==> src/design/routing_lookahead_cost_query_macros.svh <==
// ----------------------------------------------------------------------------
// Routing lookahead cost query: assertion macros
// Shared concurrent assertion forms used by the block's RTL.
// ----------------------------------------------------------------------------
`ifndef ROUTING_LOOKAHEAD_COST_QUERY_MACROS_SVH
`define ROUTING_LOOKAHEAD_COST_QUERY_MACROS_SVH

// antecedent implies consequent in the same cycle
`define RLCQ_ASSERT_SAME(label, clk, rst, ante, cons, msg) \
   label: assert property (@(posedge clk) disable iff (rst) (ante) |-> (cons)) \
      else $error(msg);

// antecedent implies consequent in the next cycle
`define RLCQ_ASSERT_NEXT(label, clk, rst, ante, cons, msg) \
   label: assert property (@(posedge clk) disable iff (rst) (ante) |=> (cons)) \
      else $error(msg);

`endif

==> src/design/rlcq_pkg.sv <==
`timescale 1ns / 1ps
// ----------------------------------------------------------------------------
// rlcq_pkg
// Types, codes and constants shared by the lookahead cost query block.
// ----------------------------------------------------------------------------
package rlcq_pkg;

   localparam int GRID_W_DEF         = 64;
   localparam int GRID_H_DEF         = 64;
   localparam int SEG_TYPE_COUNT_DEF = 4;

   localparam int QUEUE_DEPTH = 4;
   localparam int COORD_W     = 6;
   localparam int CRIT_W      = 17;
   localparam int WORD_W      = 32;

   localparam logic [CRIT_W-1:0] ONE_Q16 = 17'd65536;

   localparam logic MODE_LOAD  = 1'b0;
   localparam logic MODE_QUERY = 1'b1;

   localparam logic [1:0] DIR_INC = 2'd0;
   localparam logic [1:0] DIR_DEC = 2'd1;

   // one command handed from the front end to the back end
   typedef struct packed {
      logic                 is_load;
      logic [CRIT_W-1:0]    crit;
      logic [COORD_W-1:0]   dx;
      logic [COORD_W-1:0]   dy;
      logic [2*WORD_W-1:0]  data;
   } cmd_type;

   function automatic int idx_w(input int n);
      idx_w = (n > 1) ? $clog2(n) : 1;
   endfunction

   // table address = {chany, seg, dx, dy}
   function automatic int addr_w(input int gw, input int gh, input int ns);
      addr_w = 1 + idx_w(ns) + idx_w(gw) + idx_w(gh);
   endfunction

endpackage

==> src/design/rlcq_front.sv <==
`timescale 1ns / 1ps
// ----------------------------------------------------------------------------
// rlcq_front
// Accepts items, works out table offsets and address, registers one command.
// ----------------------------------------------------------------------------
module rlcq_front #(
   parameter int GRID_W         = 64,
   parameter int GRID_H         = 64,
   parameter int SEG_TYPE_COUNT = 4,
   parameter int ADDR_W         = 15
) (
   input  logic                  clock,
   input  logic                  reset,
   input  logic                  req_valid,
   output logic                  req_ready,
   input  logic                  req_mode,
   input  logic                  req_from_is_chany,
   input  logic [1:0]            req_seg_type,
   input  logic [5:0]            req_from_xlow,
   input  logic [5:0]            req_from_xhigh,
   input  logic [5:0]            req_from_ylow,
   input  logic [5:0]            req_from_yhigh,
   input  logic [1:0]            req_from_direction,
   input  logic [5:0]            req_to_x,
   input  logic [5:0]            req_to_y,
   input  logic [16:0]           req_criticality,
   input  logic [63:0]           req_entry_data,
   input  logic                  q_full,
   output logic                  q_push,
   output logic [ADDR_W-1:0]     q_addr,
   output rlcq_pkg::cmd_type     q_cmd
);
   import rlcq_pkg::*;

   localparam int SW   = idx_w(SEG_TYPE_COUNT);
   localparam int XW   = idx_w(GRID_W);
   localparam int YW   = idx_w(GRID_H);
   localparam int XMAX = GRID_W - 1;
   localparam int YMAX = GRID_H - 1;

   logic              f_valid_ff, f_valid_in;
   logic [ADDR_W-1:0] f_addr_ff, f_addr_in;
   cmd_type           f_cmd_ff, f_cmd_in;

   logic              accept;
   logic [5:0]        seg_low, seg_high, chan, to_seg, to_chan;
   logic [6:0]        d_chan, d_seg, dx, dy, dx_sat, dy_sat;
   logic              skip, load_ok;
   logic [SW-1:0]     seg_idx;
   logic [16:0]       crit_sat;

   assign req_ready = !f_valid_ff || !q_full;
   assign accept    = req_valid && req_ready;

   always_comb begin
      if (req_from_is_chany) begin
         seg_low  = req_from_ylow;
         seg_high = req_from_yhigh;
         chan     = req_from_xlow;
         to_seg   = req_to_y;
         to_chan  = req_to_x;
      end else begin
         seg_low  = req_from_xlow;
         seg_high = req_from_xhigh;
         chan     = req_from_ylow;
         to_seg   = req_to_x;
         to_chan  = req_to_y;
      end

      // across the wire: targets right next to the channel cost nothing
      if ({1'b0, to_chan} > {1'b0, chan} + 7'd1) begin
         d_chan = {1'b0, to_chan} - {1'b0, chan};
         skip   = 1'b1;
      end else if (to_chan < chan) begin
         d_chan = {1'b0, chan} - {1'b0, to_chan} + 7'd1;
         skip   = 1'b1;
      end else begin
         d_chan = 7'd0;
         skip   = 1'b0;
      end

      // along the wire; the difference is at least one, so never negative
      if (to_seg > seg_high) begin
         d_seg = {1'b0, to_seg} - {1'b0, seg_high} - {6'd0, skip};
      end else if (to_seg < seg_low) begin
         d_seg = {1'b0, seg_low} - {1'b0, to_seg} - {6'd0, skip};
      end else begin
         d_seg = 7'd0;
      end
      // extra step when the target lies behind a directional wire
      if ((to_seg < seg_low && req_from_direction == DIR_INC) ||
          (to_seg > seg_high && req_from_direction == DIR_DEC)) begin
         d_seg = d_seg + 7'd1;
      end

      dx     = req_from_is_chany ? d_chan : d_seg;
      dy     = req_from_is_chany ? d_seg : d_chan;
      dx_sat = (int'(dx) > XMAX) ? 7'(XMAX) : dx;
      dy_sat = (int'(dy) > YMAX) ? 7'(YMAX) : dy;

      seg_idx  = (int'(req_seg_type) >= SEG_TYPE_COUNT) ? SW'(SEG_TYPE_COUNT - 1)
                                                         : SW'(req_seg_type);
      crit_sat = (req_criticality > ONE_Q16) ? ONE_Q16 : req_criticality;
      load_ok  = (int'(req_seg_type) < SEG_TYPE_COUNT) && (int'(req_to_x) < GRID_W) &&
                 (int'(req_to_y) < GRID_H);

      f_cmd_in.is_load = (req_mode == MODE_LOAD);
      f_cmd_in.crit    = crit_sat;
      f_cmd_in.dx      = dx_sat[5:0];
      f_cmd_in.dy      = dy_sat[5:0];
      f_cmd_in.data    = req_entry_data;
      if (req_mode == MODE_LOAD) begin
         f_addr_in = {req_from_is_chany, SW'(req_seg_type), XW'(req_to_x), YW'(req_to_y)};
      end else begin
         f_addr_in = {req_from_is_chany, seg_idx, XW'(dx_sat), YW'(dy_sat)};
      end

      // loads outside the table are dropped here
      if (accept) begin
         f_valid_in = (req_mode == MODE_QUERY) || load_ok;
      end else if (q_push) begin
         f_valid_in = 1'b0;
      end else begin
         f_valid_in = f_valid_ff;
      end
   end

   always_ff @(posedge clock) begin
      if (reset) begin
         f_valid_ff <= 1'b0;
      end else begin
         f_valid_ff <= f_valid_in;
      end
   end

   always_ff @(posedge clock) begin
      if (accept) begin
         f_addr_ff <= f_addr_in;
         f_cmd_ff  <= f_cmd_in;
      end
   end

   assign q_push = f_valid_ff && !q_full;
   assign q_addr = f_addr_ff;
   assign q_cmd  = f_cmd_ff;

endmodule

==> config.mk <==
export PLATFORM = sky130hd
export DESIGN_NAME = rlcq_front
export DESIGN_NICKNAME = d
export VERILOG_FILES = /design/src/design/routing_lookahead_cost_query_macros.svh /design/src/design/rlcq_pkg.sv /design/src/design/rlcq_front.sv
export SDC_FILE = /design/constraint.sdc
export NUM_CORES = 1
export LEC_CHECK = 0
export BUFFER_PORTS_ARGS = -buffer_cell sky130_fd_sc_hd__buf_2
export CAP_MARGIN = 10
export CORE_MARGIN = 2
export CORE_UTILIZATION = 30
export CTS_CLUSTER_SIZE = 10
export DETAILED_ROUTE_END_ITERATION = 8
export PLACE_DENSITY_LB_ADDON = 0.2
export SLEW_MARGIN = 20
export SYNTH_ARGS = -nofsm -noshare
export SYNTH_HDL_FRONTEND = slang
export SYNTH_SLANG_ARGS = --single-unit
==> constraint.sdc <==
create_clock -name clock -period 9.75 [get_ports clock]
set_input_delay 2.4375 -clock clock [delete_from_list [all_inputs] [get_ports clock]]
set_output_delay 2.4375 -clock clock [all_outputs]
set_load 0.05 [all_outputs]
==> impl_metrics.env <==
export IMPL_outcome="completed"
export IMPL_ir_drop_uv=77.3
export IMPL_areaGrowthSynthToFinish_pct=27.0
export IMPL_total_power_mw=1.54
export IMPL_num_rows=53
export IMPL_post_cts_buffers=0
export IMPL_pwr_share_comb_pct=38.9
export IMPL_grt_pass1_wl_mm=26.7
export IMPL_track_usage_pct=15.7
export IMPL_clkPwrFrac_pct=22.9
export IMPL_hp_class="flip-flop to flip-flop"
export IMPL_required_ns=9.81
export IMPL_start_kind="input port"
export IMPL_drv_slew=0
export IMPL_tritoncts="yes"
export IMPL_routed_wl_mm=18.6
export IMPL_holdBufCountCts=0
export IMPL_wl_per_cell_microns=17.7
export IMPL_syn_nets=719
export IMPL_cts_buffers=9
export IMPL_fin_crit_ns=8.35
export IMPL_fin_ws_ns=1.40
export IMPL_p_seq_share_pct=38.2
export IMPL_firstDrtPassIters=5
export IMPL_route_detailed_drc=0
export IMPL_worst_setup_path_end_kind="flip-flop"
export IMPL_max_freq_ghz=0.120
export IMPL_die_area_sq_um=22700
export IMPL_n_antenna_cell=0
export IMPL_fin_setup_tns_ns=0
export IMPL_grt_ovfl_total=0
export IMPL_syn_cell_area_sq_um=6450
export IMPL_relSlewSlack_pct=43.4
export IMPL_syn_area_per_cell_sq_um=12.0
export IMPL_clockBufferDepth=2
export IMPL_cts_sinks=110
export IMPL_num_vias=4922
export IMPL_chipHeight_microns=151
export IMPL_portBuffers=237
export IMPL_yosys_warnings=0
export IMPL_async_flop_share_pct=0
export IMPL_grt_max_degree=65
export IMPL_critPathKind="input port to flip-flop"
export IMPL_clock_skew_ns=0.0136
export IMPL_insertion_delay_ns=0.34
export IMPL_die_x_microns=151
export IMPL_dp_slack_ns=1.03
export IMPL_synth_main_ff_cell="edfxtp_1"
export IMPL_dpl_hpwl_mm=15.5
export IMPL_htree_levels=3
export IMPL_drive_gt1_share_pct=36.3
export IMPL_hold_viol_final=0
export IMPL_fin_nets=952
export IMPL_intPower_uw=945
export IMPL_cap_violations=0
export IMPL_via_per_inst=4.69
export IMPL_clk_pin_slew_ns=0.08
export IMPL_yosysSeqAreaShare_pct=51.1
export IMPL_setup_viol_count_final=0
export IMPL_drtAntennaViolNets=0
export IMPL_synth_seq_cells=110
export IMPL_worst_r2r_path_depth=3
export IMPL_grt_pass1_vias=4714
export IMPL_switching_share_pct=38.8
export IMPL_antenna_found_initial=0
export IMPL_grt_setup_unrepaired="no"
export IMPL_cts_root_buffer="clkbuf_16"
export IMPL_synth_cell_types=71
export IMPL_power_static_leakage_nw=3.64
export IMPL_min_path_cells=2
export IMPL_cts_resized=0
export IMPL_worstMarginPinSlew_ns=0.838
export IMPL_fin_crit_sh_pct=85.7
export IMPL_switching_power_uw=599
export IMPL_gp_congestion=0.891
export IMPL_crit_fanout=44
export IMPL_core_region_area_sq_um=21100
export IMPL_ios=238
export IMPL_detail_route_iter0_violations=223
export IMPL_start_util_pct=30.6
export IMPL_synth_edf_count=109
export IMPL_cp_arrival_ns=8.41
export IMPL_p_per_area_nw_per_um2=188
export IMPL_postSynthCellCount=536
==> synthesized netlist by cell type (all sizes together) (7+ instances only) <==
master | n | area (sq um)
buf | 10 | 68.8
clkbuf | 7 | 26.3
nor3 | 12 | 70.1
xor2 | 10 | 87.6
nand2b | 8 | 50.1
xnor2 | 16 | 140
o21ai | 10 | 50.0
nor2b | 23 | 144
a21o | 9 | 67.6
nor2 | 22 | 82.6
nand3 | 9 | 57.6
a31oi | 11 | 68.8
ha | 50 | 626
mux2i | 35 | 365
a21oi | 26 | 138
nand2 | 25 | 96.4
edfxtp | 109 | 3270
inv | 59 | 221
==> cell type report <==
cell class,count,area [sq um]
repair buffers,239,1200
clock buffers,9,225
clock inverters,7,65.1
multi-input cells,350,2840
flip-flops and latches,110,3290
well taps,275,344
inverters,59,221
fillers,2119,12900
==> flip-flops by register name (all words and copies together), names as in the netlist <==
name	count
f_valid_ff	1
q_cmd	94
q_addr	15
==> cells in the final DEF (no fill, tap or decap), types with 4 or more instances in the layout <==
master	instances
a21oi_1	24
nand4_1	5
a21o_1	9
nor2_1	22
nor4_1	5
o21ai_0	9
xnor2_1	16
clkbuf_16	9
buf_2	237
ha_1	50
xor2_1	10
a31oi_1	11
nor3_1	10
nand2b_1	8
edfxtp_1	109
mux2i_2	4
nor2b_1	23
inv_1	58
a41oi_1	6
nand2_1	24
mux2_2	4
o31ai_1	5
fa_1	6
nand3_1	8
mux2i_1	31
==> per-layer routing <==
| metal | wire [microns] | vias up | track usage [%] | part of all wire, % |
|---|---|---|---|---|
| met5 | 0 | - | 0 | 0 |
| met2 | 8830 | 185 | 26.9 | 48 |
| met1 | 7900 | 2281 | 19.7 | 43 |
| met3 | 1480 | 17 | 3.33 | 8.0 |
| met4 | 348 | 0 | 4.77 | 1.9 |
| li1 | - | 2439 | - | - |
==> kinds of logic after synthesis <==
kind of cell,after synthesis,share of synthesized area [%]
compound gates,96,10.5
xor+xnor,26,3.53
fa+ha+maj,56,11.6
buf+inv,76,4.91
flops,110,51.1
mux,39,6.36
simple gates,133,12.1
==> worst paths after layout <==
kind,from,end,slack (ns)
min reg2reg,f_valid_ff,f_valid_ff,0.51
max,req_from_is_chany,q_addr[5],1.40
min,f_valid_ff,f_valid_ff,0.51
max reg2reg,f_valid_ff,q_cmd[68],7.66
==> critical path: stages <==
cell and delay (ns):
buf_2 0.35, buf_4 0.55, mux2i_1 0.39, inv_1 0.11
nand3_1 0.10, xnor2_1 0.07, ha_1 0.30, nand3_1 0.09
o21bai_1 0.18, a21oi_2 0.49, a21oi_1 0.25, xnor2_1 0.22
ha_1 0.16, a21o_1 0.10, inv_1 0.05, fa_1 0.47
a21bo_2 0.26, a221oi_1 0.30, a41oi_1 0.08, a211oi_1 0.29
o221ai_2 0.15, xor2_1 0.20, mux2i_2 0.57, a41oi_1 0.21
==> power by group through the flow <==
stage	logic, mW	clock network [mW]	registers (mW)
5_1_grt	0.654	0.379	0.594
2_1_floorplan	0.301	0	0.751
4_1_cts	0.603	0.364	0.591
3_3_place_gp	0.601	0	0.600
3_5_place_dp	0.601	0	0.601
6_report	0.601	0.353	0.589
==> metrics by stage <==
| stage | utilization (%) | std cells | hold WS (ns) | cell area [sq um] |
|---|---|---|---|---|
| finish | 38.9 | 1049 | 0.508 | 8190 |
| global route | 38.9 | 1049 | 0.537 | 8190 |
| CTS | 38.9 | 1049 | 0.513 | 8190 |
| detailed placement | 37.5 | 1033 | 0.494 | 7900 |
| global placement | 37.5 | 1033 | 0.482 | 7900 |
| floorplan | - | 536 | 0.465 | 6450 |
No activity file was read; power rests on OpenSTA's default activity.
