--- config.mk ---
export PLATFORM = sky130hd
export DESIGN_NAME = rlcq_queue
export DESIGN_NICKNAME = d
export VERILOG_FILES = /design/src/design/routing_lookahead_cost_query_macros.svh /design/src/design/rlcq_pkg.sv /design/src/design/rlcq_queue.sv
export SDC_FILE = /design/constraint.sdc
export NUM_CORES = 1
export LEC_CHECK = 0
export BUFFER_PORTS_ARGS = -buffer_cell sky130_fd_sc_hd__buf_4
export CAP_MARGIN = 5
export CORE_ASPECT_RATIO = 1.2
export CORE_MARGIN = 8
export CORE_UTILIZATION = 59
export CTS_CLUSTER_DIAMETER = 50
export DETAILED_ROUTE_END_ITERATION = 8
export PLACE_DENSITY = 0.82
export SYNTH_ARGS = -nofsm -noshare
export SYNTH_HDL_FRONTEND = slang
export SYNTH_SLANG_ARGS = --single-unit
--- constraint.sdc ---
create_clock -name clock -period 3.4 [get_ports clock]
set_clock_uncertainty 0.15 [all_clocks]
set_input_delay 0.68 -clock clock [delete_from_list [all_inputs] [get_ports clock]]
set_output_delay 0.68 -clock clock [all_outputs]
set_load 0.01 [all_outputs]
--- src/design/routing_lookahead_cost_query_macros.svh ---
// ----------------------------------------------------------------------------
// Routing lookahead cost query: assertion macros
// Shared concurrent assertion forms used by the block's RTL.
// ----------------------------------------------------------------------------
`ifndef ROUTING_LOOKAHEAD_COST_QUERY_MACROS_SVH
`define ROUTING_LOOKAHEAD_COST_QUERY_MACROS_SVH

// antecedent implies consequent in the same cycle
`define RLCQ_ASSERT_SAME(label, clk, rst, ante, cons, msg) \
   label: assert property (@(posedge clk) disable iff (rst) (ante) |-> (cons)) \
      else $error(msg);

// antecedent implies consequent in the next cycle
`define RLCQ_ASSERT_NEXT(label, clk, rst, ante, cons, msg) \
   label: assert property (@(posedge clk) disable iff (rst) (ante) |=> (cons)) \
      else $error(msg);

`endif

--- src/design/rlcq_pkg.sv ---
`timescale 1ns / 1ps
// ----------------------------------------------------------------------------
// rlcq_pkg
// Types, codes and constants shared by the lookahead cost query block.
// ----------------------------------------------------------------------------
package rlcq_pkg;

   localparam int GRID_W_DEF         = 64;
   localparam int GRID_H_DEF         = 64;
   localparam int SEG_TYPE_COUNT_DEF = 4;

   localparam int QUEUE_DEPTH = 4;
   localparam int COORD_W     = 6;
   localparam int CRIT_W      = 17;
   localparam int WORD_W      = 32;

   localparam logic [CRIT_W-1:0] ONE_Q16 = 17'd65536;

   localparam logic MODE_LOAD  = 1'b0;
   localparam logic MODE_QUERY = 1'b1;

   localparam logic [1:0] DIR_INC = 2'd0;
   localparam logic [1:0] DIR_DEC = 2'd1;

   // one command handed from the front end to the back end
   typedef struct packed {
      logic                 is_load;
      logic [CRIT_W-1:0]    crit;
      logic [COORD_W-1:0]   dx;
      logic [COORD_W-1:0]   dy;
      logic [2*WORD_W-1:0]  data;
   } cmd_type;

   function automatic int idx_w(input int n);
      idx_w = (n > 1) ? $clog2(n) : 1;
   endfunction

   // table address = {chany, seg, dx, dy}
   function automatic int addr_w(input int gw, input int gh, input int ns);
      addr_w = 1 + idx_w(ns) + idx_w(gw) + idx_w(gh);
   endfunction

endpackage

--- src/design/rlcq_queue.sv ---
`timescale 1ns / 1ps
// ----------------------------------------------------------------------------
// rlcq_queue
// Short command FIFO between the front end and the back end.
// ----------------------------------------------------------------------------
module rlcq_queue #(
   parameter int DATA_W = 8
) (
   input  logic              clock,
   input  logic              reset,
   input  logic              push,
   input  logic [DATA_W-1:0] push_data,
   input  logic              pop,
   output logic [DATA_W-1:0] head_data,
   output logic              full,
   output logic              empty
);
   import rlcq_pkg::*;

   localparam int PW = idx_w(QUEUE_DEPTH);
   localparam int CW = $clog2(QUEUE_DEPTH + 1);

   logic [DATA_W-1:0] slot_ff [QUEUE_DEPTH];
   logic [PW-1:0]     wr_ptr_ff, wr_ptr_in;
   logic [PW-1:0]     rd_ptr_ff, rd_ptr_in;
   logic [CW-1:0]     count_ff, count_in;

   function automatic logic [PW-1:0] ptr_next(input logic [PW-1:0] p);
      ptr_next = (int'(p) == QUEUE_DEPTH - 1) ? '0 : p + PW'(1);
   endfunction

   always_comb begin
      wr_ptr_in = push ? ptr_next(wr_ptr_ff) : wr_ptr_ff;
      rd_ptr_in = pop ? ptr_next(rd_ptr_ff) : rd_ptr_ff;
      count_in  = count_ff + CW'(push) - CW'(pop);
   end

   always_ff @(posedge clock) begin
      if (reset) begin
         wr_ptr_ff <= '0;
         rd_ptr_ff <= '0;
         count_ff  <= '0;
      end else begin
         wr_ptr_ff <= wr_ptr_in;
         rd_ptr_ff <= rd_ptr_in;
         count_ff  <= count_in;
      end
   end

   always_ff @(posedge clock) begin
      if (push) begin
         slot_ff[wr_ptr_ff] <= push_data;
      end
   end

   assign head_data = slot_ff[rd_ptr_ff];
   assign full      = (int'(count_ff) == QUEUE_DEPTH);
   assign empty     = (count_ff == '0);

endmodule

==> flow_metrics.py, run 1 <==
metrics = {
    "power": {
        "power_leakage_nw": 0.707,
        "peakVddDrop_mv": 0.374,
        "pwr_density_cell_nw_per_um2": 546,
    },
    "synthesis": {
        "synthFlopType": "edfxtp_1",
        "syn_inst": 85,
        "synth_warnings": 0,
        "avgSynthCellArea_um2": 19.0,
        "synth-edff-count": 32,
        "ys_ff_latch": 41,
        "netlist_top_cells_count": "edfxtp_1 (32), dfxtp_1 (9), mux4_2 (8), ha_1 (7), inv_1 (6)",
        "yosysTopAreaCell": "edfxtp_1",
        "synthesis.area_um2": 1610,
        "synth_seq_area_share_pct": 70.8,
        "async_reset_ff_share_pct": 0,
        "ys_top_cells_by_area": "edfxtp_1 (60%), dfxtp_1 (11%), mux4_2 (11%)",
        "synth.most_common_cell": "edfxtp_1",
        "ys_types": 18,
        "synth_top_area_share_pct": 59.6,
        "syn_nets": 105,
    },
    "worst_setup_path": {
        "worst_setup_path_start_kind": "register",
        "path_max_fanout": 8,
        "r2r_cells": 7,
        "end_kind": "output port",
        "worst-setup-path-type": "reg -> out",
        "arrival_ps": 1760,
        "crit_required_ps": 2570,
    },
    "placement": {
        "place_congestion": 0.671,
        "hpwl_mm": 1.72,
        "dp_cells": 137,
        "portBuffers": 21,
        "placed_area_um2": 1790,
    },
    "grt": {
        "grt_pass1_vias": 876,
        "grt_pass1_wl_mm": 4.11,
        "use_met1_pct": 12.6,
        "grtUsageMet3_pct": 3.96,
        "overflow": 0,
        "antenna_found_initial": 0,
        "grt_max_degree": 13,
        "grt_usage_pct": 11.8,
        "gr-usage-met2_pct": 19.8,
        "grt_busiest_layer": "met2",
    },
    "worst_hold_path": {
        "hold_depth": 1,
        "min_path_type": "in -> reg",
    },
    "routing": {
        "wl_mm": 2.43,
        "avgRoutedWirePerCell_um": 16.7,
        "via_count": 779,
        "drtIter0Drc": 20,
        "drtPass1Iterations": 4,
        "postRouteAntennaNets": 0,
        "remaining_drc_errors": 0,
        "post_drt_via_cell_ratio": 5.37,
    },
    "sta": {
        "period_needed_ps": 2590,
        "rsz0062_at_grt": "no",
        "tightest_slew_ps": 543,
        "finalSetupViolCount": 0,
        "finalHoldViolCount": 0,
        "holdWs_ps": 373,
        "clock.fmax_mhz": 386,
        "maxSlewHeadroom_pct": 63.7,
        "post-route-period-util_pct": 76.3,
        "final_max_slew_viol_count": 0,
        "setup_tns_ps": 0,
    },
    "finish": {
        "fin_nets": 131,
        "finalNonFillerCells": 145,
        "stdcell_area_um2": 1860,
        "area_growth_pct": 15.7,
        "layout-drive-gt1-share_pct": 33.0,
        "fillers": 172,
        "antennaDiodeCount": 0,
    },
    "floorplanning": {
        "row_count": 20,
        "die-area_um2": 4670,
        "die_w_um": 63.7,
        "initial_core_util_pct": 62.5,
        "die_h_um": 73.3,
        "ios": 22,
        "core_um2": 2580,
    },
    "clock_tree": {
        "ctsHoldBuffers": 0,
        "cts_made_buffers": 5,
        "cts_tree": "built",
        "root_buffer": "clkbuf_4",
        "clk_latency_ps": 350,
        "cts_buffer_depth": 2,
        "path_clk_slew_ps": 120,
        "cts_sinks": 41,
        "htree_levels": 2,
        "postCtsSetupBuffers": 0,
        "cts-resized-gates": 0,
    },
    "flow_run": {
        "cap_violations": 0,
    },
    "outcome": {
        "outcome": "finished clean",
    },
}
-- area by class of cell --
class                   count  area, µm²  area share, %
flip-flops and latches     41       1140           61.2
multi-input cells          36        432           23.2
inverters                   6       22.5           1.21
clock buffers               7       65.1           3.49
clock inverters             1       5.00          0.268
repair buffers             21        158           8.46
well taps                  33       41.3           2.21
-- cell families (layout without fill, tap and decap cells) --
group,count (synthesis),after routing,share of synthesized area [%]
AND/OR/NAND/NOR,15,15,5.59
AO/OA/AOI/OAI,2,2,0.621
adder cells (fa/ha/maj),8,8,6.68
flip-flops,41,41,70.8
multiplexers,10,10,12.4
XOR/XNOR,1,1,1.47
buffers and inverters,8,35,2.41
-- power breakdown --
part	switching (mW)	internal (mW)	leakage (nW)	total (mW)
Combinational	0.0623	0.0893	0.297	0.152
Sequential	0.0206	0.571	0.368	0.592
Clock	0.155	0.120	0.0413	0.275
Total	0.238	0.780	0.707	1.02
-- metal layers --
metal  wire length (µm)  vias to the layer above
met2               1180                       25
met4                 62                        0
li1                   -                      370
met3                137                        7
met5                  0                        -
met1               1050                      377
-- final timing paths --
check | slack (ps) | to | startpoint
max | 810 | head_data[7] | register
min | 370 | slot_ff[3][7] | push_data[7]
max reg2reg | 1450 | count_ff[2] | count_ff[0]
min reg2reg | 380 | rd_ptr_ff[0] | rd_ptr_ff[0]
-- critical path: stages, from the launching register on --
cell and delay, ps:
dfxtp_1 680, mux4_2 570, buf_4 160
-- sequential cells by signal, summed over array words and instances (netlist names), named ones only --
register	count
rd_ptr_ff	2
count_ff	3
slot_ff	32
wr_ptr_ff	2
-- cell usage in the layout (no fill, tap or decap) --
master / synthesis / routed
mux2i_1: 2 / 2
fa_1: 1 / 1
and2_1: 4 / 4
clkbuf_8: 0 / 2
nor3_1: 1 / 1
xor3_1: 1 / 1
clkinv_2: 0 / 1
and3_1: 1 / 1
dfxtp_1: 9 / 9
ha_1: 7 / 7
mux4_2: 8 / 8
edfxtp_1: 32 / 32
nand2b_1: 2 / 2
nor2_1: 3 / 3
or3b_1: 2 / 2
nor2b_1: 2 / 2
buf_4: 0 / 21
inv_1: 6 / 6
clkbuf_4: 0 / 5
a21oi_1: 2 / 2
-- stage by stage --
step	total power, mW	utilization [%]	setup slack (ps)
final	1.02	72.3	806
after global routing	1.05	72.3	693
after CTS	1.02	72.3	763
after detailed placement	0.757	69.6	1020
after global placement	0.750	69.6	1100
after floorplan	0.692	-	1250
Power figures use the tool's default switching activity.
==> inputs of run 2 (changes only) <==
CORE_UTILIZATION = 55   (was 59)
PLACE_DENSITY = 0.77   (was 0.82)
clock period = 2.7 ns   (was 3.4 ns; I/O delays follow)
==> flow_metrics.py, run 2 (same netlist as run 1, synthesis figures left out) <==
metrics = {
    "outcome": {
        "outcome": "finished clean",
    },
    "worst_setup_path": {
        "crit_chain": "mux4_2, buf_4",
        "cpPeakStageDelay_ps": 670,
        "regToRegStartpoint": "count_ff[0]",
        "reg2reg_setup_slack_ps": 780,
        "arrival_ps": 1760,
        "crit_required_ps": 2010,
        "crit_family": "flip-flops",
        "worst-setup-path-type": "reg -> out",
        "path_max_fanout": 8,
        "worst_setup_path_start_kind": "register",
        "end_kind": "output port",
        "crit_buf_inv": 1,
        "r2r_cells": 7,
        "r2r_end": "count_ff[2]",
        "cpMaxStageDelayCell": "dfxtp_1",
    },
    "worst_hold_path": {
        "min_path_type": "in -> reg",
        "hold_path_end": "slot_ff[3][5]",
        "hold_depth": 1,
        "worstHoldStart": "push_data[5]",
    },
    "finish": {
        "antennaDiodeCount": 0,
        "area_growth_pct": 17.8,
        "largest_reg_flops": 32,
        "layout-drive-gt1-share_pct": 33.0,
        "regArea_um2": 1140,
        "layout_common_cells": "edfxtp_1 (32), buf_4 (21), dfxtp_1 (9)",
        "fillers": 197,
        "final_common_cell": "edfxtp_1",
        "multi_input_area_um2": 432,
        "post-route-util_pct": 68.1,
        "top_register": "slot_ff",
        "fin_nets": 131,
        "largestRegisters": "slot_ff x32, count_ff x3",
    },
    "sta": {
        "setup_tns_ps": 0,
        "final_max_slew_viol_count": 0,
        "post-route-period-util_pct": 90.8,
        "clock.fmax_mhz": 408,
        "rsz0062_at_grt": "no",
        "period_needed_ps": 2450,
        "maxSlewHeadroom_pct": 64.7,
        "tightest_slew_ps": 528,
        "finalHoldViolCount": 0,
        "finalSetupViolCount": 0,
    },
    "floorplanning": {
        "row_count": 21,
        "initial_core_util_pct": 57.9,
        "core_um2": 2790,
        "die-area_um2": 4930,
        "die_w_um": 65.4,
        "ios": 22,
        "die_h_um": 75.3,
    },
    "clock_tree": {
        "path_clk_slew_ps": 120,
        "cts_sinks": 41,
        "cts_tree": "built",
        "htree_levels": 2,
        "cts-resized-gates": 0,
        "root_buffer": "clkbuf_4",
        "clk_latency_ps": 350,
        "postCtsSetupBuffers": 0,
        "ctsHoldBuffers": 0,
        "cts_made_buffers": 5,
        "cts_buffer_depth": 2,
    },
    "routing": {
        "avgRoutedWirePerCell_um": 17.3,
        "drtPass1Iterations": 4,
        "postRouteAntennaNets": 0,
        "wl_mm": 2.52,
        "post_drt_via_cell_ratio": 5.41,
        "remaining_drc_errors": 0,
        "top_layer": "met4",
        "dr_wl_met3_um": 233,
        "drtIter0Drc": 18,
        "route.met2.wl_mm": 1.30,
        "wl_met1_um": 937,
        "via_count": 790,
    },
    "grt": {
        "grt_max_degree": 14,
        "antenna_found_initial": 0,
        "grt_pass1_vias": 869,
        "grt_usage_pct": 11.5,
        "overflow": 0,
        "grt_pass1_wl_mm": 4.01,
    },
    "placement": {
        "hpwl_mm": 1.87,
        "portBuffers": 21,
        "place_congestion": 0.663,
    },
    "power": {
        "peakVddDrop_mv": 0.557,
        "p_total_mw": 1.42,
        "pwr_density_cell_nw_per_um2": 749,
        "power_leakage_nw": 0.721,
    },
    "flow_run": {
        "cap_violations": 0,
    },
}
-- run 2: cell types whose count changed in the layout (fill, tap and decap cells not counted) --
cell       delta
clkbuf_8      -2
bufinv_16     +2
-- run 2: worst max-delay path by stage --
stage	start	endpoint	slack (ps)	depth (start not counted)
5_1_grt	register	head_data[5]	100	2
6_report	register	head_data[6]	250	2
4_1_cts	register	head_data[6]	180	2
3_3_place_gp	pop	count_ff[2]	550	7
3_5_place_dp	pop	count_ff[2]	480	7
2_1_floorplan	pop	count_ff[2]	690	6
-- run 2: area by class of cell --
cell class	instances	area share [%]
clock buffer	5	1.98
clock inverter	3	3.43
inverter	6	1.19
multi-input combinational	36	22.7
sequential	41	60.1
tap	34	2.24
timing repair buffer	21	8.31
-- run 2: routing by layer --
metal  vias to the layer above  track usage [%]
met5                         -                0
met4                         0             5.83
met1                       388             11.0
li1                        369                -
met2                        27             20.0
met3                         6             5.59
-- run 2: power by group --
| part | leakage [nW] | switching [mW] | total [mW] | internal, mW |
|---|---|---|---|---|
| Sequential | 0.368 | 0.0255 | 0.745 | 0.719 |
| Combinational | 0.297 | 0.0825 | 0.197 | 0.115 |
| Clock | 0.0552 | 0.192 | 0.479 | 0.287 |
| Total | 0.721 | 0.300 | 1.42 | 1.12 |
-- run 2: per-stage QoR --
stage	hold slack (ps)	setup slack [ps]	std cells	area, µm²
after floorplan	319	694	85	1610
after global placement	336	549	138	1800
after detailed placement	362	481	138	1800
after CTS	221	184	146	1900
after global routing	219	99.5	146	1900
final	235	249	146	1900
